==> src/hw/rtl/ghcc_fifo.sv <==
// ghcc_fifo: small flop-based queue, used between front and back and for
// results. No dependencies.
module ghcc_fifo #(
    parameter int WIDTH = 8,
    parameter int DEPTH = 2
) (
    input  logic             clk,
    input  logic             rst_n,
    input  logic             wr_en,
    input  logic [WIDTH-1:0] wr_data,
    output logic             full,
    input  logic             rd_en,
    output logic [WIDTH-1:0] rd_data,
    output logic             empty
);

    localparam int PW = (DEPTH > 1) ? $clog2(DEPTH) : 1;
    localparam int CW = $clog2(DEPTH + 1);

    logic [WIDTH-1:0] mem_reg [DEPTH];
    logic [PW-1:0]    wr_ptr_reg;
    logic [PW-1:0]    rd_ptr_reg;
    logic [CW-1:0]    count_reg;
    logic             do_wr;
    logic             do_rd;

    assign full    = (count_reg == CW'(DEPTH));
    assign empty   = (count_reg == '0);
    assign do_wr   = wr_en && !full;
    assign do_rd   = rd_en && !empty;
    assign rd_data = mem_reg[rd_ptr_reg];

    // Storage
    always_ff @(posedge clk)
    begin
        if (do_wr)
        begin
            mem_reg[wr_ptr_reg] <= wr_data;
        end
    end

    // Pointers and fill level
    always_ff @(posedge clk or negedge rst_n)
    begin
        if (!rst_n)
        begin
            wr_ptr_reg <= '0;
            rd_ptr_reg <= '0;
            count_reg  <= '0;
        end
        else
        begin
            if (do_wr)
            begin
                wr_ptr_reg <= (wr_ptr_reg == PW'(DEPTH - 1)) ? '0 : wr_ptr_reg + PW'(1);
            end
            if (do_rd)
            begin
                rd_ptr_reg <= (rd_ptr_reg == PW'(DEPTH - 1)) ? '0 : rd_ptr_reg + PW'(1);
            end
            if (do_wr && !do_rd)
            begin
                count_reg <= count_reg + CW'(1);
            end
            else if (do_rd && !do_wr)
            begin
                count_reg <= count_reg - CW'(1);
            end
        end
    end

endmodule

==> config.mk <==
export PLATFORM = sky130hd
export DESIGN_NAME = ghcc_fifo
export DESIGN_NICKNAME = d
export VERILOG_FILES = /design/src/hw/rtl/ghcc_fifo.sv
export SDC_FILE = /design/constraint.sdc
export NUM_CORES = 1
export LEC_CHECK = 0
export BUFFER_PORTS_ARGS = -buffer_cell sky130_fd_sc_hd__buf_2
export CAP_MARGIN = 20
export CORE_MARGIN = 2
export CORE_UTILIZATION = 48
export CTS_CLUSTER_SIZE = 40
export DETAILED_ROUTE_END_ITERATION = 10
export PLACE_DENSITY = 0.77
export RECOVER_POWER = 100
export REMOVE_ABC_BUFFERS = 1
export SLEW_MARGIN = 20
export SYNTH_ARGS = -nofsm -noshare
export SYNTH_HDL_FRONTEND = slang
export SYNTH_SLANG_ARGS = --single-unit
==> constraint.sdc <==
create_clock -name clk -period 1.9 [get_ports clk]
set_input_delay 0.095 -clock clk [delete_from_list [all_inputs] [get_ports clk]]
set_output_delay 0.095 -clock clk [all_outputs]
set_load 0.01 [all_outputs]
# Word level (Yosys, flattened, before mapping)
# Memories as Yosys holds them, arrays and structs flattened.
# Index checks and enable logic that the tools add are counted.
[classes] reduce_logical=10 n_addsub=4 n_eq_ne=1 muxes=6
[op_table] cell="$logic_and A1 B1 Y1" n=4
[op_table] cell="$logic_not A1 Y1" n=4
[op_table] cell="$mux W1" n=4
[op_table] cell="$mux W2" n=2
[op_table] cell="$add A1 B1 Y1 const B" n=2
[op_table] cell="$add A2 B1 Y2 const B" n=1
[op_table] cell="$eq A2 B2 Y1 const B" n=1
[op_table] cell="$logic_not A2 Y1" n=1
[op_table] cell="$reduce_bool A2 Y1" n=1
[op_table] cell="$sub A2 B1 Y2 const B" n=1
[totals] reg_bits=4 mem_bits_rw=16 wordCells=25 out_inout_bits=10 n_memories=1
[memory_table] name="mem_reg" words=2 width=8 read_ports=1 rd_clocked_by_memory_dff=0 wr=1 line="20" rtl="logic [WIDTH-1:0] mem_reg [DEPTH];"

# Logic depth before layout (Yosys ltp)
# Gate-level depths: netlist (run 1).
[logic_depth] ltp_word=7 ltp_mapped=7

# Worst setup path after synthesis (run 1)
# No wires, ideal clock.
[synth_timing] path_kind="register to register" from="register count_reg[0]" to="memory mem_reg[0][0], enable pin" required_time_ns=1.530 setup_ns=0.370 period_less_slack_ns=1.392 setup_slack_ns=0.508 stages_incl_launch_ff=4 n_path_buf=0 arrival_ns=1.022 cell_sequence="dfrtp_1 > nand2b_1 > nand2_2 > nor2_1"
[synth_between] elab_chain_len=5
[synth_rtl] element="start: declaration" line="23" rtl="logic [CW-1:0] count_reg;"
[synth_rtl] element="start signal: assignment" line="63" rtl="count_reg <= count_reg + CW'(1);"
[synth_rtl] element="start signal: assignment" line="67" rtl="count_reg <= count_reg - CW'(1);"
[synth_rtl] element="$eq A2 B2 Y1" line="27" rtl="assign full = (count_reg == CW'(DEPTH));"
[synth_rtl] element="$logic_not A1 Y1" line="29" rtl="assign do_wr = wr_en && !full;"
[synth_rtl] element="$logic_and A1 B1 Y1" line="29"
[synth_rtl] element="$mux W1" line="36" rtl="if (do_wr)"
[synth_rtl] element="$mux W1 (implied by the code)" line="38" rtl="mem_reg[wr_ptr_reg] <= wr_data;"
[synth_rtl] element="end: declaration" line="20"
# No other way between the ends.

# Worst setup path after layout (run 1)
[layout_timing] from="register count_reg[0]" to="register count_reg[1]"
[layout_between] elab_chain_len=6 word_cells_on_any_way=15
[layout_rtl] element="$eq A2 B2 Y1 / $logic_not A2 Y1 (equally long branches)" line="27, 28"
[layout_rtl] element="$logic_not A1 Y1, on equally long branches" line="29, 30"
[layout_rtl] element="$logic_and A1 B1 Y1, on equally long branches" line="29, 30"
[layout_rtl] element="$logic_not A1 Y1, on equally long branches" line="65, 61"
[layout_rtl] element="$logic_and A1 B1 Y1, on equally long branches" line="65, 61"
[layout_rtl] element="$reduce_bool A2 Y1 (no source line) / $mux W2 (equally long branches)"
# Several ways; a longest one is shown, not always the timed one. The select of a mux whose other input is x is not followed.
# A chain may end at the register's enable or synchronous reset.

==> impl_metrics.ini, run 1 <==
[status]
outcome = completed

[global_routing]
antenna_found_initial = 0
grt_pass1_wl_um = 2028
grt_max_degree = 13
gr-usage-all-layers_pct = 14.89
grt_pass1_vias = 490
grt_overflow = 0

[sta]
period_share_pct = 79.52
hold_viol = 0
hold-worst-slack_ns = 0.1161
tightestPinTransition_ns = 0.4108
setup_tns_ns = 0
setup_viol = 0
relSlewSlack_pct = 72.61
period_minus_slack_ns = 1.511
slew_viol_final = 0
rsz0062_at_grt = no
fmaxAchievable_mhz = 661.9
clock_skew_ns = 0.01851

[power_and_ir_drop]
peakVddDrop_mv = 0.9780
p_leak_nw = 0.3963
power.density_nw_per_um2 = 1443
power.total_mw = 1.485

[clocking]
path_clk_slew_ns = 0.12
cts_max_level = 1
cts_tree = built
cts.sinks = 20
cts_resized = 0
insertion_delay_ns = 0.30
postCtsSetupBuffers = 0
cts_root_buf = clkbuf_4
cts_buffers = 3
holdBufCountCts = 9
cts.path.max_buffers = 2

[yosys]
synth_seq_area_share_pct = 74.24
yosys.cell_types.count = 15
synthCells = 44
avgSynthCellArea_um2 = 17.77
ys_seq_elements = 20
syn_area_um2 = 782.0
synth_warnings = 0

[detailed_routing]
vias_per_cell = 4.872
topRoutingLayerUsed = met4
wl_per_cell_um = 13.49
drc_errors = 0
vias = 458
wl_met2_um = 646
wl_met3_um = 57
dr.pass1.iters = 4
ant_nets = 0
drt-met1-wl_um = 546
drt-total-wl_um = 1268
drt_iter0_drc = 3

[critical_path]
cp-end-kind = register
path_max_fanout = 5
path_class = register to register
reg2reg_slack_ns = 0.39
startpoint_type = register
cp_data_arrival_time_ns = 1.73
required_ns = 2.11

[finish]
fill_cells = 118
postLayoutCellArea_um2 = 1028
drive_above_1_share_pct = 15.38
num_antenna_cells = 0
largest_reg_flops = 16
layout_common_cells = clkbuf_1 (17), edfxtp_1 (16), dlygate4sd3_1 (9)
final_common_cell = clkbuf_1
nNetsFinal = 92
syn2layout_area_growth_pct = 31.52

[placed_design]
io_buffers = 21
place_area_um2 = 909.6
place_congestion = 0.6550
dp_hpwl_um = 867.4

[die]
fp.coreArea_um2 = 1524
placement_rows = 14
ios = 22
die_width_um = 44.36
die_area_um2 = 1968
die_y_um = 44.36
start_util_pct = 51.31

[hold_path]
min_path_type = primary input to register

[flow_run]
maxCapViolCount = 0
synthesized netlist by cell type:
cell / instances / area share, %
edfxtp_1: 16 / 61
mux2_1: 6 / 8.6
dfrtp_1: 4 / 13
nor2_1: 3 / 1.4
inv_1: 2 / 0.96
mux2_2: 2 / 2.9
xnor2_1: 2 / 2.2
xor2_1: 2 / 2.2
and3_1: 1 / 0.80
buf_2: 1 / 0.64
ha_1: 1 / 1.6
nand2_2: 1 / 0.80
nand2b_1: 1 / 0.80
o21ai_1: 1 / 0.64
xnor2_2: 1 / 2.1
where the power goes:
group	internal (mW)	total, mW	switching, mW
Combinational	0.216	0.439	0.223
Clock	0.213	0.337	0.124
Sequential	0.612	0.708	0.0954
final cells by class:
| type | instances | area (um2) | area share [%] |
|---|---|---|---|
| multi-input cells | 21 | 186.4 | 18.13 |
| flip-flops and latches | 20 | 580.6 | 56.45 |
| inverters | 2 | 7.507 | 0.7299 |
| well taps | 16 | 20.02 | 1.946 |
| clock inverters | 1 | 30.03 | 2.920 |
| clock buffers | 3 | 22.52 | 2.190 |
| repair buffers | 31 | 181.4 | 17.64 |
metrics by stage:
step | utilization [%] | worst slack [ns] | cells
5_1_grt | 67.49 | 0.2690 | 94
3_5_place_dp | 59.69 | 0.4251 | 81
3_3_place_gp | 59.69 | 0.4708 | 81
6_report | 67.49 | 0.3891 | 94
4_1_cts | 69.05 | 0.3790 | 94
2_1_floorplan | - | 0.5079 | 43
final timing paths:
check / from / to / cells after the start
worst min-delay path: wr_en / wr_ptr_reg / 3
worst max register to register: count_reg[0] / count_reg[1] / 6
worst max-delay path: count_reg[0] / count_reg[1] / 6
worst min register to register: wr_ptr_reg / wr_ptr_reg / 1
min in group asynchronous: rst_n / wr_ptr_reg / 2
max in group asynchronous: rst_n / rd_ptr_reg / 2
critical path, stage by stage, from the launching register on:
cell      delay [ns]
dfrtp_1         0.44
nand2b_1        0.19
nand2_1         0.15
inv_1           0.06
ha_1            0.30
nor2_1          0.14
xor2_1          0.16
cell families (layout without fill, tap and decap cells):
kind of cell	count (synthesis)	in the layout	share of synthesized area, %
DFF	20	20	74.24
muxes	8	8	11.52
and+or+nand+nor	6	6	3.841
xor gates and xnor gates	5	5	6.561
buffers and inverters	3	37	1.600
adders and majority gates	1	1	1.600
AOI/OAI and AO/OA	1	1	0.6394
metal layers:
metal,vias up,GRT usage [%]
met5,-,0
met4,0,7.273
met3,2,2.449
met2,14,26.18
met1,217,17.65
li1,225,-
Power figures use the tool's default switching activity.
==> run 2: changes to the inputs <==
- CORE_UTILIZATION: 48 -> 44
- PLACE_DENSITY: 0.77 -> 0.75
- clock period: 1.9 -> 1.3 ns (I/O delays scaled with it)
==> impl_metrics.ini, run 2 (synthesis gave the netlist of run 1 again) <==
[status]
outcome = finished, violations left
violations = setup timing

[clocking]
path_clk_slew_ns = 0.11
cts_root_buf = clkbuf_4
cts.path.max_buffers = 2
insertion_delay_ns = 0.29
cts_tree = built
cts_max_level = 1
cts.sinks = 20
cts_buffers = 3

[global_routing]
grt_pass1_wl_um = 1904
gr-usage-all-layers_pct = 13.76
grt_overflow = 0
antenna_found_initial = 0
grt_max_degree = 12
grt_pass1_vias = 455

[die]
ios = 22
die_area_um2 = 2130
fp.coreArea_um2 = 1689
placement_rows = 15
die_y_um = 46.16
die_width_um = 46.16
start_util_pct = 46.30

[detailed_routing]
dr.pass1.iters = 4
drt_iter0_drc = 14
ant_nets = 0
vias = 513
wl_per_cell_um = 13.32
drt-total-wl_um = 1385
vias_per_cell = 4.933
drc_errors = 0

[placed_design]
place_area_um2 = 948.4
io_buffers = 21
place_congestion = 0.6634
dp_hpwl_um = 883.4

[finish]
drive_above_1_share_pct = 55.17
nNetsFinal = 101
layout_common_cells = edfxtp_1 (16), buf_6 (11), dlygate4sd3_1 (9), buf_2 (9), buf_4 (7)
syn2layout_area_growth_pct = 56.16
num_antenna_cells = 0
postLayoutCellArea_um2 = 1221
final_common_cell = edfxtp_1
largest_reg_flops = 16

[power_and_ir_drop]
switchingPower_mw = 0.7989
peakVddDrop_mv = 1.587
power.density_nw_per_um2 = 2136
internal_power_mw = 1.810
p_seq_share_pct = 39.1
sw_frac_of_total_pct = 30.62
clkPwrFrac_pct = 11.4
p_leak_nw = 0.5172
combPwrFrac_pct = 49.5

[sta]
period_share_pct = 103.2
slew_viol_final = 0
setup_tns_ns = -0.2934
hold_viol = 0
rsz0062_at_grt = yes
relSlewSlack_pct = 84.01
fmaxAchievable_mhz = 745.7
period_minus_slack_ns = 1.341
clock_skew_ns = 0.005199
setup_viol = 9
tightestPinTransition_ns = 0.2398
fin_ws_ns = -0.04096

[critical_path]
reg2reg_depth = 7
startpoint_type = register
cp_data_arrival_time_ns = 1.57
cp-end-kind = register
worstSetupStartpoint = count_reg[0]
worstReg2RegEnd = count_reg[1]
path_max_fanout = 3
path_class = register to register
critPathCapture = count_reg[1]
reg2reg_from = count_reg[0]
required_ns = 1.53
reg2reg_slack_ns = -0.04

[hold_path]
min_path_type = primary input to asynchronous set/reset pin

[flow_run]
maxCapViolCount = 0
[run 2: changes by cell type in the layout (fill, tap and decap cells not counted), sizes merged]
cell    delta
bufinv     -1
buf       +22
clkbuf    -12
[run 2: worst min path at each step]
| stage | from | slack, ns | endpoint | cells past startpoint |
|---|---|---|---|---|
| floorplan | rst_n | -0.23 | count_reg[0] | 0 |
| global placement | rst_n | -0.12 | count_reg[0] | 1 |
| detailed placement | rst_n | -0.12 | count_reg[1] | 1 |
| CTS | rst_n | 0.09 | count_reg[1] | 2 |
| global route | rst_n | 0.13 | count_reg[1] | 2 |
| finish | rst_n | 0.13 | count_reg[1] | 2 |
[run 2: area by class of cell]
cell class	instances	area [um2]
Clock buffer	4	26.28
Inverter	2	7.507
Multi-Input combinational cell	21	256.5
Fill cell	112	467.9
Timing Repair Buffer	40	326.6
Sequential cell	20	583.1
Tap cell	17	21.27
[run 2: timing repair]
action	CTS	global route
hold buffers	9	0
endpoints found under the hold margin	20	0
buffers inserted	1	3
gates resized for setup	11	20
endpoints found under the setup margin	25	12
pin swaps	4	2
[run 2: through the flow]
stage	util, %	setup slack, ns	power (mW)	hold WS, ns	std cells
2_1_floorplan	-	-0.09215	1.468	-0.2306	43
3_3_place_gp	56.15	-0.004430	1.788	-0.1237	87
3_5_place_dp	56.15	-0.07816	1.817	-0.1212	87
4_1_cts	66.00	-0.05753	2.251	0.08960	101
5_1_grt	72.30	-0.09315	2.752	0.1283	104
6_report	72.30	-0.04096	2.609	0.1265	104
[run 2: critical path, stage by stage (launching register included)]
cell	delay, ns
dfrtp_1	0.44
nand2b_4	0.18
nand2_4	0.06
inv_2	0.05
ha_4	0.15
xor2_1	0.14
nor2_1	0.13
xor2_1	0.14
[run 2: per-layer routing]
metal | global-route usage [%] | share of wire, % | vias to the layer above
met5 | 0 | 0 | -
met4 | 8.571 | 1.2 | 0
met3 | 3.529 | 3.7 | 2
met2 | 23.06 | 52 | 16
met1 | 15.42 | 43 | 248
li1 | - | - | 247
[run 2: power by group through the flow]
| stage | combinational [mW] | clock (mW) | sequential, mW |
|---|---|---|---|
| finish | 1.29 | 0.296 | 1.02 |
| global placement | 0.763 | 0 | 1.03 |
| global route | 1.39 | 0.324 | 1.04 |
| CTS | 0.909 | 0.297 | 1.05 |
| detailed placement | 0.782 | 0 | 1.03 |
| floorplan | 0.454 | 0 | 1.01 |
==> run 3: changes to the inputs <==
==> constraint.sdc (replaced) <==
create_clock -name clk -period 1.3 [get_ports clk]
set_input_delay 0.195 -clock clk [delete_from_list [all_inputs] [get_ports clk]]
set_output_delay 0.195 -clock clk [all_outputs]
set_load 0.01 [all_outputs]
==> impl_metrics.ini, run 3 (synthesis gave the netlist of run 1 again) <==
[detailed_routing]
drt_iter0_drc = 5
drt-total-wl_um = 1375
drc_errors = 0
vias_per_cell = 5.021
dr.pass1.iters = 4
ant_nets = 0
wl_per_cell_um = 14.18
vias = 487

[critical_path]
required_ns = 1.11
crit_top_cell = buf_6
crit_buf_inv = 2
cp_slowest_cell = dfrtp_2
critPathTopFamily = flip-flops
path_max_fanout = 4
startpoint_type = register
max_stage_delay_ns = 0.44
cp-end-kind = output port
crit_chain = buf_6 > mux2_4 > buf_6
path_class = register to output port
cp_data_arrival_time_ns = 1.28

[placed_design]
dp_hpwl_um = 883.4
io_buffers = 21
place_congestion = 0.6634
dpl.cell_count = 87

[sta]
relSlewSlack_pct = 79.96
slew_viol_final = 0
fmaxAchievable_mhz = 677.3
tightestPinTransition_ns = 0.2986
setup_viol = 17
hold_viol = 0
fin_ws_ns = -0.1764
period_minus_slack_ns = 1.476
rsz0062_at_grt = yes
period_share_pct = 113.6
clock_skew_ns = 0.008373
hold-worst-slack_ns = 0.08201

[die]
die_y_um = 46.16
start_util_pct = 46.30
ios = 22
die_area_um2 = 2130
fp.coreArea_um2 = 1689
die_width_um = 46.16
placement_rows = 15

[clocking]
cts_buffers = 3
insertion_delay_ns = 0.29
path_clk_slew_ns = 0.11
cts_root_buf = clkbuf_4
cts.path.max_buffers = 2
cts_max_level = 1
cts.sinks = 20
cts_tree = built

[finish]
fill_cells = 123
final_util_pct = 67.70
layout_common_cells = edfxtp_1 (16), buf_6 (14), buf_2 (10)
syn2layout_area_growth_pct = 46.24
num_antenna_cells = 0
final_cells = 97
largest_reg_flops = 16
final_common_cell = edfxtp_1
nNetsFinal = 94
drive_above_1_share_pct = 60.00

[global_routing]
grt_max_degree = 12
grt_pass1_vias = 475
antenna_found_initial = 0
gr-usage-all-layers_pct = 14.79
grt_pass1_wl_um = 2021
grt_overflow = 0

[power_and_ir_drop]
power.density_nw_per_um2 = 2266
p_leak_nw = 0.4880
peakVddDrop_mv = 1.393

[flow_run]
maxCapViolCount = 0

[status]
violations = setup timing
outcome = finished, violations left

[hold_path]
min_path_type = primary input to register
run 3: timing repair:
item                                   4_1_cts  5_1_grt
pin swaps                                    4        5
setup endpoints to repair                   25       18
endpoints found under the hold margin        4        0
setup buffers                                5        0
hold buffers                                 1        0
resized for setup                           30        3
run 3: area by class of cell:
| cell class | instances | area, um2 | area share, % |
|---|---|---|---|
| tap | 17 | 21.27 | 1.860 |
| multi-input combinational | 21 | 240.2 | 21.01 |
| clock buffer | 4 | 26.28 | 2.298 |
| timing repair buffer | 33 | 266.5 | 23.30 |
| inverter | 2 | 7.507 | 0.6565 |
| sequential | 20 | 581.8 | 50.88 |
run 3: per-layer routing:
| metal | wire, um | part of all wire [%] | GRT usage (%) | vias up |
|---|---|---|---|---|
| li1 | - | - | - | 233 |
| met1 | 560 | 41 | 16.33 | 234 |
| met2 | 733 | 53 | 25.28 | 18 |
| met3 | 63 | 4.6 | 3.922 | 2 |
| met4 | 17 | 1.2 | 8.571 | 0 |
| met5 | 0 | 0 | 0 | - |
run 3: final timing paths:
check / startpoint / to / slack (ns) / cells after the start
setup / recovery: rd_ptr_reg / rd_data[3] / -0.18 / 3
hold / removal: wr_data[7] / mem_reg[0][7] / 0.08 / 1
setup reg to reg: count_reg[0] / count_reg[1] / -0.07 / 7
hold reg to reg: wr_ptr_reg / wr_ptr_reg / 0.59 / 1
max in group asynchronous: rst_n / rd_ptr_reg / 0.82 / 2
min in group asynchronous: rst_n / count_reg[1] / 0.26 / 2
run 3: where the power goes:
| group | switching (mW) | total (mW) | internal (mW) |
|---|---|---|---|
| sequential | 0.102 | 1.00 | 0.898 |
| combinational | 0.512 | 1.30 | 0.787 |
| clock | 0.173 | 0.293 | 0.119 |
run 3: through the flow:
step	total power [mW]	TNS, ns	instance area (um2)	setup WS (ns)
finish	2.592	-1.479	1144	-0.1764
global route	2.742	-2.503	1144	-0.2224
CTS	2.602	-1.388	1152	-0.1823
detailed placement	1.817	-0.6620	948.4	-0.07816
global placement	1.788	-0.02237	948.4	-0.004430
floorplan	1.468	-0.8024	777.0	-0.09215
