--- src/hw/rtl/ghcc_pkg.sv ---
// ghcc_pkg: shared codes, widths and the command record for the gated hit
// coincidence counter. No dependencies.
package ghcc_pkg;

    // Fixed field widths of the ports
    localparam int OPCODE_W    = 2;
    localparam int GATE_IDX_W  = 4;
    localparam int BOUND_IDX_W = 2;
    localparam int SAMPLE_W    = 16;
    localparam int COUNT_W     = 32;
    localparam int CFG_IDX_W   = 2;
    localparam int CFG_DATA_W  = 5;
    localparam int DIM_W       = 2;
    localparam int GATES_W     = 5;

    // Queue depths between the parts
    localparam int CMD_DEPTH = 2;
    localparam int OUT_DEPTH = 2;

    // Request opcodes
    localparam logic [OPCODE_W-1:0] OP_LOAD  = 2'd0;
    localparam logic [OPCODE_W-1:0] OP_HIT   = 2'd1;
    localparam logic [OPCODE_W-1:0] OP_READ  = 2'd2;
    localparam logic [OPCODE_W-1:0] OP_CLEAR = 2'd3;

    // Configuration register indexes
    localparam logic [CFG_IDX_W-1:0] CFG_ENABLE = 2'd0;
    localparam logic [CFG_IDX_W-1:0] CFG_DIM    = 2'd1;
    localparam logic [CFG_IDX_W-1:0] CFG_GATES  = 2'd2;

    // Gate dimension codes
    localparam logic [DIM_W-1:0] DIM_1D = 2'd1;
    localparam logic [DIM_W-1:0] DIM_2D = 2'd2;

    // Work the back end performs for one request
    typedef enum logic [2:0] {
        CMD_LOAD,
        CMD_HIT1,
        CMD_HIT2,
        CMD_STORE,
        CMD_READ,
        CMD_CLEAR
    } cmd_kind_t;

    typedef struct packed {
        cmd_kind_t              kind;
        logic [GATE_IDX_W-1:0]  gate;
        logic [BOUND_IDX_W-1:0] bound;
        logic                   first;
        logic                   in_range;
    } cmd_t;

endpackage

--- src/hw/rtl/ghcc_front.sv ---
// ghcc_front: configuration registers and request classification.
// Depends on ghcc_pkg.
module ghcc_front #(
    parameter int MAX_GATES  = 16,
    parameter int VALUE_BITS = 16
) (
    input  logic                            clk,
    input  logic                            rst_n,
    input  logic                            cfg_valid,
    output logic                            cfg_ready,
    input  logic [ghcc_pkg::CFG_IDX_W-1:0]  cfg_index,
    input  logic [ghcc_pkg::CFG_DATA_W-1:0] cfg_data,
    input  logic                            push,
    input  logic                            q_full,
    input  logic [ghcc_pkg::OPCODE_W-1:0]   opcode,
    input  logic [ghcc_pkg::GATE_IDX_W-1:0] gate_index,
    input  logic [ghcc_pkg::BOUND_IDX_W-1:0] bound_index,
    input  logic [ghcc_pkg::SAMPLE_W-1:0]   sample_value,
    input  logic                            first_of_event,
    output logic                            cmd_wr,
    output ghcc_pkg::cmd_t                  cmd,
    output logic [VALUE_BITS-1:0]           cmd_value,
    output logic [ghcc_pkg::GATES_W-1:0]    gates_in_use
);
    import ghcc_pkg::*;

    logic                   enabled_reg;
    logic [DIM_W-1:0]       dim_reg;
    logic [GATES_W-1:0]     gates_reg;
    logic                   keep;
    logic                   gate_ok;
    logic [VALUE_BITS+SAMPLE_W-1:0] value_ext;

    assign cfg_ready    = 1'b1;
    assign gates_in_use = gates_reg;

    // Configuration writes
    always_ff @(posedge clk or negedge rst_n)
    begin
        if (!rst_n)
        begin
            enabled_reg <= 1'b0;
            dim_reg     <= DIM_1D;
            gates_reg   <= '0;
        end
        else if (cfg_valid)
        begin
            case (cfg_index)
                CFG_ENABLE: enabled_reg <= cfg_data[0];
                CFG_DIM:    dim_reg     <= cfg_data[DIM_W-1:0];
                CFG_GATES:  gates_reg   <= cfg_data[GATES_W-1:0];
                default:    ;
            endcase
        end
    end

    // Value masked to VALUE_BITS
    assign value_ext = {{VALUE_BITS{1'b0}}, sample_value};
    assign cmd_value = value_ext[VALUE_BITS-1:0];
    assign gate_ok   = (32'(gate_index) < MAX_GATES);

    // Classify the request; dropped ones are accepted but not queued
    always_comb
    begin
        cmd.gate     = gate_index;
        cmd.bound    = bound_index;
        cmd.first    = first_of_event;
        cmd.in_range = gate_ok;
        cmd.kind     = CMD_CLEAR;
        keep         = 1'b1;
        case (opcode)
            OP_LOAD:
            begin
                cmd.kind = CMD_LOAD;
                keep     = gate_ok;
            end
            OP_HIT:
            begin
                keep = enabled_reg;
                if (dim_reg == DIM_1D)
                    cmd.kind = CMD_HIT1;
                else if (dim_reg == DIM_2D)
                    cmd.kind = CMD_HIT2;
                else
                    cmd.kind = CMD_STORE;
            end
            OP_READ:  cmd.kind = CMD_READ;
            default:  cmd.kind = CMD_CLEAR;
        endcase
    end

    assign cmd_wr = push && !q_full && keep;

endmodule

--- config.mk ---
export PLATFORM = sky130hd
export DESIGN_NAME = ghcc_front
export DESIGN_NICKNAME = d
export VERILOG_FILES = /design/src/hw/rtl/ghcc_pkg.sv /design/src/hw/rtl/ghcc_front.sv
export SDC_FILE = /design/constraint.sdc
export NUM_CORES = 1
export LEC_CHECK = 0
export BUFFER_PORTS_ARGS = -buffer_cell sky130_fd_sc_hd__buf_4
export CORE_MARGIN = 2
export CORE_UTILIZATION = 30
export CTS_CLUSTER_DIAMETER = 120
export DETAILED_ROUTE_END_ITERATION = 8
export PLACE_DENSITY = 0.74
export SLEW_MARGIN = 20
export SYNTH_ARGS = -nofsm -noshare
export SYNTH_HDL_FRONTEND = slang
export SYNTH_SLANG_ARGS = --single-unit
--- constraint.sdc ---
create_clock -name clk -period 1 [get_ports clk]
set_input_delay 0.1 -clock clk [delete_from_list [all_inputs] [get_ports clk]]
set_output_delay 0.1 -clock clk [all_outputs]
set_load 0.01 [all_outputs]
* After elaboration in Yosys (flattened, before gate mapping)
Cells that the tools add are included.
Cells by class: multiply operators 0, add/subtract/negate cells 0, divide/modulo/power cells 0, reductions and logical operators 8, eq/ne operators 6, mux-type cells 4, bitwise logic cells 0, $lt $le $gt $ge 0, shifts and indexed selects 0
Operator list (count):
- 3-bit case mux with 3 select lines | 1
- 2-bit by 1-bit equality test with 1-bit output (second input constant) | 3
- 2-bit equality test (second input constant) | 3
- 2-bit AND reduction | 3
- 2-bit zero test | 2
- 1-bit logical AND | 2
- 1-bit 2-to-1 mux | 2
- 2-bit 2-to-1 mux | 1
- 1-bit zero test | 1
Word-level totals: memory bits (read-only) 0, word-level logic and storage cells 21, RAM bits 0, register bits 8, bits of input ports 37, memories 0, bits in latches 0

* Logic depth before layout (Yosys ltp)
Gate-level depths: netlist of run 1.
depth in word-level cells 4, depth in mapped cells 2, gate-level depth less buffers 2

* Least setup slack after synthesis of run 1
OpenSTA, ideal clock, no wires.
path type reg2out, start point register dim_reg[0], end point output cmd[8] (netlist bit), data required time 900 ps, stages on the path, launching flop included 3, arrival 839 ps, path buffers 0, setup slack 61 ps, cells stage by stage dfstp_2 nor2_1 a21boi_0
RTL lines:
- start, declared | line ghcc_front.sv:28 | logic [DIM_W-1:0] dim_reg;
- start signal, assigned | line ghcc_front.sv:50 | CFG_DIM: dim_reg <= cfg_data[DIM_W-1:0];
- end, declared | line ghcc_front.sv:21 | output ghcc_pkg::cmd_t cmd,

==> run_results.csv, run 1 <==
group,metric,value,unit
critical_path,worstPathMaxFanout,3,
layout,layout-drive-gt1-share,0.722,
routing,num_vias,342,
timing,post-route-min-period,1.20,ns
global_route,grt_start_max_net_pins,9,
min_path,hp-class,"in2reg",
die,core,1750,µm²
routing,via_per_inst,4.33,
die,start_util,0.322,
power,clockPowerShare,0.274,
clock_network,path_clk_slew,0.06,ns
routing,drtAntennaViolNets,0,
logic_synthesis,ys_seq_elements,8,
timing,finalCritPeriodShare,1.20,
layout,syn2layout_area_growth,12.0,%
die,fp.dieH,47.3,µm
routing,firstDrtPassIters,1,
layout,final_cell_mix,"22 x buf_4, 8 x mux2_2, 7 x dfrtp_1",
clock_network,clk_latency,0.24,ns
power,switching_power,0.249,mW
clock_network,cts_tree,"yes",
global_route,grt_util_all_layers,0.0984,
timing,rsz0062_at_grt,"yes",
global_route,grt_first_pass_wirelength,1.44,mm
global_route,grt_pass1_vias,331,
power,intPower,0.713,mW
critical_path,crit_path_end_kind,"output port",
die,die_x,47.3,µm
timing,finalSetupTns,-0.482,ns
power,leakage,0.301,nW
critical_path,path_class,"reg2out",
layout,largest_register_ffs,5,
power,swShare,0.259,
clock_network,cts_buffers,3,
clock_network,cts_htree_levels,1,
logic_synthesis,syn_area,562,µm²
timing,layout_setup_ws,-0.200,ns
timing,setup_viol_count_final,3,
clock_network,clockBufferDepth,2,
power,ir_drop,0.759,mV
routing,wl,1.13,mm
run_status,violations,"setup timing",
routing,wire_per_inst,14.4,µm
clock_network,cts_sinks,8,
global_route,grt_overflow,0,
layout,final_common_cell,"buf_4",
run_status,status,"finished, violations left",
layout,n_antenna_cell,0,
global_route,antenna_found_initial,0,
routing,drcViolationCount,0,
logic_synthesis,syn_inst,52,
timing,max_freq,833,MHz
timing,hold_ws,0.0816,ns
timing,hold_viol,0,
die,die_area,2230,µm²
placed_design,pre_cts_slack,0.0490,ns
routing,first_iter_violations,0,
power,sequentialPowerShare,0.450,
logic_synthesis,ys_types,12,
flow_run,cap_violations,0,
die,io-pin-count,71,
logic_synthesis,ys_warn_count,0,
layout,layout.nets,92,
timing,slew_viol_final,0,
power,power.total,0.962,mW
critical_path,required,0.90,ns
die,num_rows,15,
power,power_frac_comb,0.276,
placed_design,port-buffer-count,22,
critical_path,worstPathArrival,1.10,ns
placed_design,gp_congestion,0.663,
timing,finalClockSkew,0,ns
clock_network,ctsRootBufferMaster,"clkbuf_4",
logic_synthesis,seq_area_frac_synth,0.359,
logic_synthesis,synth_area_per_cell,10.8,µm²
power,power_density,1530,nW/µm²
critical_path,cp-start-kind,"register",
clock_network,postCtsSetupRepairBufs,0,
-- cells by family after synthesis --
| kind of cell | after synthesis | synth area share |
|---|---|---|
| buf+inv | 26 | 0.341 |
| simple gates | 8 | 0.120 |
| flops | 8 | 0.359 |
| mux | 8 | 0.160 |
| other cells | 1 | 0.00668 |
| compound gates | 1 | 0.0134 |
-- layout make-up --
| type | count | area, µm² |
|---|---|---|
| Tap cell | 25 | 31.3 |
| Multi-Input combinational cell | 19 | 195 |
| Sequential cell | 8 | 201 |
| Clock buffer | 4 | 26.3 |
| Fill cell | 199 | 1120 |
| Timing Repair Buffer | 23 | 175 |
-- cell usage after synthesis --
cell type	n	area, µm²
dfstp_2	1	26.3
conb_1	1	3.75
a21boi_0	1	7.51
nor2_1	1	3.75
dfrtp_1	7	175
buf_4	25	188
clkbuf_1	1	3.75
nor3b_1	4	30.0
nand3b_1	1	7.51
nand3b_4	1	20.0
nor2b_1	1	6.26
mux2_2	8	90.1
-- critical path, cell delays in order (launching register included) --
cell and delay, ns:
dfstp_2 0.54, nor2b_4 0.13, nor3b_2 0.05, buf_4 0.14
-- power by group through the flow --
stage / combinational [mW] / clock (mW) / sequential (mW)
floorplan: 0.194 / 0 / 0.443
global route: 0.288 / 0.291 / 0.442
CTS: 0.257 / 0.279 / 0.429
finish: 0.265 / 0.264 / 0.433
global placement: 0.247 / 0 / 0.427
detailed placement: 0.253 / 0 / 0.431
-- layer usage --
metal  part of all wire  global-route usage  vias up
met5                  0                   0        -
li1                   -                   -      148
met4              0.027              0.0778        0
met1               0.33              0.0928      153
met2               0.48               0.178       35
met3               0.16              0.0231        6
-- path summary, 6_finish.rpt --
check                                  end            start  cells after the start  slack, ns
max                                 cmd[9]       dim_reg[0]                      3      -0.20
min                        gates_in_use[2]      cfg_data[2]                      2       0.08
max reg2reg                     dim_reg[1]       dim_reg[1]                      1       0.20
min reg2reg                gates_in_use[1]  gates_in_use[1]                      1       0.51
max in group asynchronous       dim_reg[0]            rst_n                      2       0.59
min in group asynchronous  gates_in_use[1]            rst_n                      2       0.19
-- metrics by stage --
step | cell area (µm²) | util | instances
3_3_place_gp | 571 | 0.327 | 74
5_1_grt | 629 | 0.361 | 79
2_1_floorplan | 566 | - | 53
4_1_cts | 612 | 0.351 | 79
3_5_place_dp | 571 | 0.327 | 74
6_report | 629 | 0.361 | 79
-- repair_timing --
item                       CTS  global route
gates resized for setup      2             4
setup endpoints to repair    3             3
pin swaps                    1             1
hold endpoints to repair     8             0
hold buffers                 1             0
(Power assumes the default switching activity.)
==> run 2, diff against run 1 <==
- TNS_END_PERCENT: unset -> 5
==> run 2 against run 1 <==
  * Count of clock-buffer cells in the layout unchanged
  * Wire length unchanged
  * Critical path depth unchanged
  * Worst hold slack unchanged
  * Clock skew unchanged
  * Largest cell class unchanged
  * Power unchanged
  * The run still ends with setup timing left
  * Global-route usage unchanged
  * Combinational power about the same
  * Clock power about the same
==> run_results.csv, run 2 (same netlist as run 1, synthesis figures left out) <==
group,metric,value,unit
die,core,1750,µm²
timing,max_freq,833,MHz
power,power_density,1530,nW/µm²
timing,layout_setup_ws,-0.200,ns
clock_network,path_clk_slew,0.06,ns
die,die_area,2230,µm²
clock_network,clockBufferDepth,2,
die,fp.dieH,47.3,µm
timing,slew_viol_final,0,
die,io-pin-count,71,
layout,n_antenna_cell,0,
die,start_util,0.322,
power,swShare,0.259,
layout,largest_register_ffs,5,
timing,post-route-min-period,1.20,ns
power,power.total,0.962,mW
routing,wl,1.13,mm
power,switching_power,0.249,mW
placed_design,pre_cts_slack,0.0490,ns
routing,via_per_inst,4.33,
timing,rsz0062_at_grt,"yes",
clock_network,ctsRootBufferMaster,"clkbuf_4",
global_route,grt_start_max_net_pins,9,
power,clockPowerShare,0.274,
timing,hold_ws,0.0816,ns
clock_network,cts_htree_levels,1,
power,ir_drop,0.759,mV
timing,finalCritPeriodShare,1.20,
min_path,hp-class,"in2reg",
critical_path,reg2regPathDepth,1,
global_route,grt_overflow,0,
clock_network,cts_buffers,3,
global_route,grt_pass1_vias,329,
placed_design,port-buffer-count,22,
timing,setup_viol_count_final,3,
layout,final_cell_mix,"22 x buf_4, 8 x mux2_2, 7 x dfrtp_1",
global_route,antenna_found_initial,0,
global_route,grt_first_pass_wirelength,1.44,mm
routing,first_iter_violations,0,
placed_design,gp_congestion,0.663,
global_route,grt_util_all_layers,0.0984,
power,leakage,0.301,nW
critical_path,required,0.90,ns
flow_run,cap_violations,0,
layout,layout.nets,92,
min_path,hold_end,"gates_in_use[2]",
routing,drcViolationCount,0,
critical_path,path_class,"reg2out",
power,sequentialPowerShare,0.450,
critical_path,r2r_slack,0.20,ns
layout,fillers,199,
run_status,status,"finished, violations left",
power,intPower,0.713,mW
timing,hold_viol,0,
critical_path,rr_startpoint,"dim_reg[1]",
routing,wire_per_inst,14.4,µm
clock_network,clk_latency,0.24,ns
clock_network,cts_tree,"yes",
critical_path,reg2reg_to,"dim_reg[1]",
clock_network,postCtsSetupRepairBufs,0,
layout,syn2layout_area_growth,12.0,%
critical_path,worstPathArrival,1.10,ns
min_path,min_from,"cfg_data[2]",
die,die_x,47.3,µm
run_status,violations,"setup timing",
critical_path,crit_path_end_kind,"output port",
layout,final_common_cell,"buf_4",
layout,layout-drive-gt1-share,0.722,
critical_path,cp-start-kind,"register",
min_path,holdPathStages,2,
routing,num_vias,342,
power,power_frac_comb,0.276,
routing,firstDrtPassIters,1,
die,num_rows,15,
critical_path,worstPathMaxFanout,3,
timing,finalSetupTns,-0.482,ns
timing,finalClockSkew,0,ns
routing,drtAntennaViolNets,0,
clock_network,cts_sinks,8,
==> run 2: cell counts in the layout (fill, tap and decap cells not counted) <==
Identical to the previous run, type by type.
==> run 2: worst max-delay path: stages, from the launching register on <==
cell,delay (ns)
dfstp_2,0.54
nor2b_4,0.13
nor3b_2,0.05
buf_4,0.14
==> run 2: power by group through the flow <==
stage / combinational, mW / clock, mW / sequential [mW]
after CTS: 0.257 / 0.279 / 0.429
after floorplan: 0.194 / 0 / 0.443
after global routing: 0.288 / 0.291 / 0.442
after detailed placement: 0.253 / 0 / 0.431
final: 0.265 / 0.264 / 0.433
after global placement: 0.247 / 0 / 0.427
==> run 2: cell type report <==
type,count,area [µm²],share of cell area
Sequential cell,8,201,0.320
Multi-Input combinational cell,19,195,0.310
Timing Repair Buffer,23,175,0.278
Tap cell,25,31.3,0.0497
Clock buffer,4,26.3,0.0417
==> run 2: repair_timing <==
item                                    CTS  global route
cloned                                    0             0
endpoints found under the hold margin     8             0
pin swaps                                 1             1
hold buffers                              1             0
resized for setup                         2             4
endpoints found under the setup margin    3             3
==> run 2: per-stage QoR <==
stage | utilization | cells | instance area (µm²)
global placement | 0.327 | 74 | 571
detailed placement | 0.327 | 74 | 571
CTS | 0.351 | 79 | 612
finish | 0.361 | 79 | 629
floorplan | - | 53 | 566
global route | 0.361 | 79 | 629
==> run 2: worst max path at each step <==
stage                     startpoint  cells past startpoint     end  slack [ns]
final                     dim_reg[0]                      3  cmd[9]       -0.20
after global routing      dim_reg[0]                      3  cmd[9]       -0.24
after CTS                 dim_reg[0]                      3  cmd[9]       -0.21
after detailed placement  dim_reg[0]                      3  cmd[8]        0.05
after global placement    dim_reg[0]                      3  cmd[8]        0.05
after floorplan           dim_reg[0]                      2  cmd[8]        0.06
==> run 2: per-layer routing <==
metal / share of wire / vias up / global-route usage
met4: 0.027 / 0 / 0.0778
met2: 0.48 / 35 / 0.178
li1: - / 148 / -
met3: 0.16 / 6 / 0.0231
met1: 0.33 / 153 / 0.0928
met5: 0 / - / 0
==> run 3, diff against run 2 <==
- BUFFER_PORTS_ARGS: -buffer_cell sky130_fd_sc_hd__buf_4 -> -buffer_cell sky130_fd_sc_hd__buf_2
- CTS_BUF_LIST: unset -> sky130_fd_sc_hd__clkbuf_8
==> run 3 against run 2 <==
  * The flow still finishes with violations (setup timing)
  * Sequential share of layout area is 3.0 points higher
  * Register-to-register slack better by 0.04 ns
  * First-iteration DRC count is 1 higher
  * Wire length is 7.1% lower
  * Utilization is 3.1 points lower
  * Setup slack better by 0.050 ns
  * Non-clock buffer count stayed put
  * Largest power group unchanged
  * Final area is 8.5% lower
  * Count of clock-buffer cells in the layout is 1 lower
  * Global-route usage is 0.86 points lower
  * Power is 6.3% higher
  * Via count is 0.88% higher
  * Highest routed layer unchanged
==> run_results.csv, run 3 (same netlist as run 1, synthesis figures left out) <==
group,metric,value,unit
power,leakage,0.286,nW
run_status,violations,"setup timing",
timing,slew_viol_final,0,
min_path,holdPathStages,2,
routing,firstDrtPassIters,2,
layout,postLayoutCoreUtil,0.330,
global_route,grt_first_pass_wirelength,1.30,mm
die,num_rows,15,
critical_path,crit_path_end_kind,"output port",
placed_design,dp_hpwl,922,µm
critical_path,worstPathMaxFanout,3,
min_path,hold_end,"gates_in_use[2]",
clock_network,cts_htree_levels,1,
layout,syn2layout_area_growth,2.45,%
global_route,grt_pass1_vias,309,
die,die_x,47.3,µm
flow_run,cap_violations,0,
critical_path,worstPathArrival,1.05,ns
critical_path,required,0.90,ns
routing,wire_per_inst,13.3,µm
global_route,grt_overflow,0,
die,io-pin-count,71,
critical_path,reg2reg_to,"dim_reg[1]",
critical_path,path_class,"reg2out",
routing,drtAntennaViolNets,0,
layout,fillers,202,
clock_network,cts_tree,"yes",
clock_network,cts_sinks,8,
layout,n_antenna_cell,0,
power,power_density,1780,nW/µm²
power,power.total,1.02,mW
die,core,1750,µm²
timing,max_freq,869,MHz
run_status,status,"finished, violations left",
timing,finalSetupTns,-0.324,ns
placed_design,gp_congestion,0.689,
critical_path,reg2regPathDepth,1,
timing,hold_viol,0,
min_path,hp-class,"in2reg",
routing,num_vias,345,
layout,layout.nets,92,
layout,final_common_cell,"buf_2",
clock_network,path_clk_slew,0.04,ns
clock_network,clockBufferDepth,2,
timing,finalCritPeriodShare,1.15,
placed_design,pre_cts_slack,0.0503,ns
clock_network,cts_buffers,3,
critical_path,rr_startpoint,"dim_reg[1]",
placed_design,dp.cells,74,
critical_path,r2r_slack,0.24,ns
die,die_area,2230,µm²
routing,drcViolationCount,0,
routing,first_iter_violations,1,
timing,post-route-min-period,1.15,ns
global_route,grt_start_max_net_pins,9,
timing,finalClockSkew,0,ns
die,fp.dieH,47.3,µm
timing,layout_setup_ws,-0.150,ns
power,ir_drop,1.03,mV
critical_path,cp-start-kind,"register",
min_path,min_from,"cfg_data[2]",
routing,via_per_inst,4.37,
clock_network,ctsRootBufferMaster,"clkbuf_8",
routing,wl,1.05,mm
timing,setup_viol_count_final,3,
layout,layout-drive-gt1-share,0.667,
timing,rsz0062_at_grt,"yes",
placed_design,port-buffer-count,22,
global_route,antenna_found_initial,0,
die,start_util,0.322,
clock_network,clk_latency,0.22,ns
layout,final_cell_mix,"22 x buf_2, 8 x mux2_2, 7 x dfrtp_1",
global_route,grt_util_all_layers,0.0898,
layout,final_cell_count_no_fill,79,
layout,largest_register_ffs,5,
-- run 3: cell types whose count changed in the layout (fill, tap and decap cells not counted), moves of 2 or more --
cell,previous run,this run
nor3b_1,1,3
buf_2,0,22
buf_4,22,0
clkbuf_8,0,3
clkbuf_4,3,0
nor3b_2,3,1
-- run 3: report_power, final --
part | total, mW | leakage [nW] | switching, mW | internal (mW)
registers | 0.426 | 0.0933 | 0.0331 | 0.392
clock network | 0.388 | 0.0269 | 0.122 | 0.265
logic | 0.210 | 0.166 | 0.0916 | 0.118
-- run 3: worst max-delay path by stage --
stage                  from  cells after the start          end  slack, ns
2_1_floorplan    dim_reg[0]                      2       cmd[8]       0.06
3_3_place_gp     dim_reg[0]                      3       cmd[8]       0.06
3_5_place_dp   cfg_index[1]                      3  enabled_reg       0.05
6_report         dim_reg[0]                      3       cmd[9]      -0.15
4_1_cts          dim_reg[0]                      3       cmd[9]      -0.17
5_1_grt          dim_reg[0]                      3       cmd[9]      -0.20
-- run 3: routing by layer --
metal,track usage,vias up,share of wire
met3,0.0577,6,0.17
li1,-,146,-
met4,0.0278,0,0.029
met5,0,-,0
met2,0.178,35,0.49
met1,0.0673,158,0.31
-- run 3: timing repair --
action | in CTS | in global routing
endpoints found under the setup margin | 3 | 3
cloned | 0 | 0
setup buffers | 0 | 0
pin swaps | 0 | 1
endpoints found under the hold margin | 8 | 0
hold buffers | 1 | 0
resized for setup | 2 | 0
-- run 3: worst max-delay path: stages, from the launching register on --
cell     delay, ns
dfstp_2       0.52
nor2b_1       0.12
nor3b_1       0.05
buf_2         0.13
-- run 3: stage by stage --
step,hold slack [ns],instance area (µm²)
2_1_floorplan,-0.196,566
3_3_place_gp,-0.0539,515
3_5_place_dp,-0.0420,515
4_1_cts,0.105,576
5_1_grt,0.110,576
6_report,0.109,576
-- run 3: final cells by class --
class | count | area [µm²] | area share
clock buffer | 3 | 41.3 | 0.0717
clock inverter | 1 | 3.75 | 0.00652
multi-input combinational | 19 | 178 | 0.309
sequential | 8 | 201 | 0.350
tap | 25 | 31.3 | 0.0543
timing repair buffer | 23 | 120 | 0.209
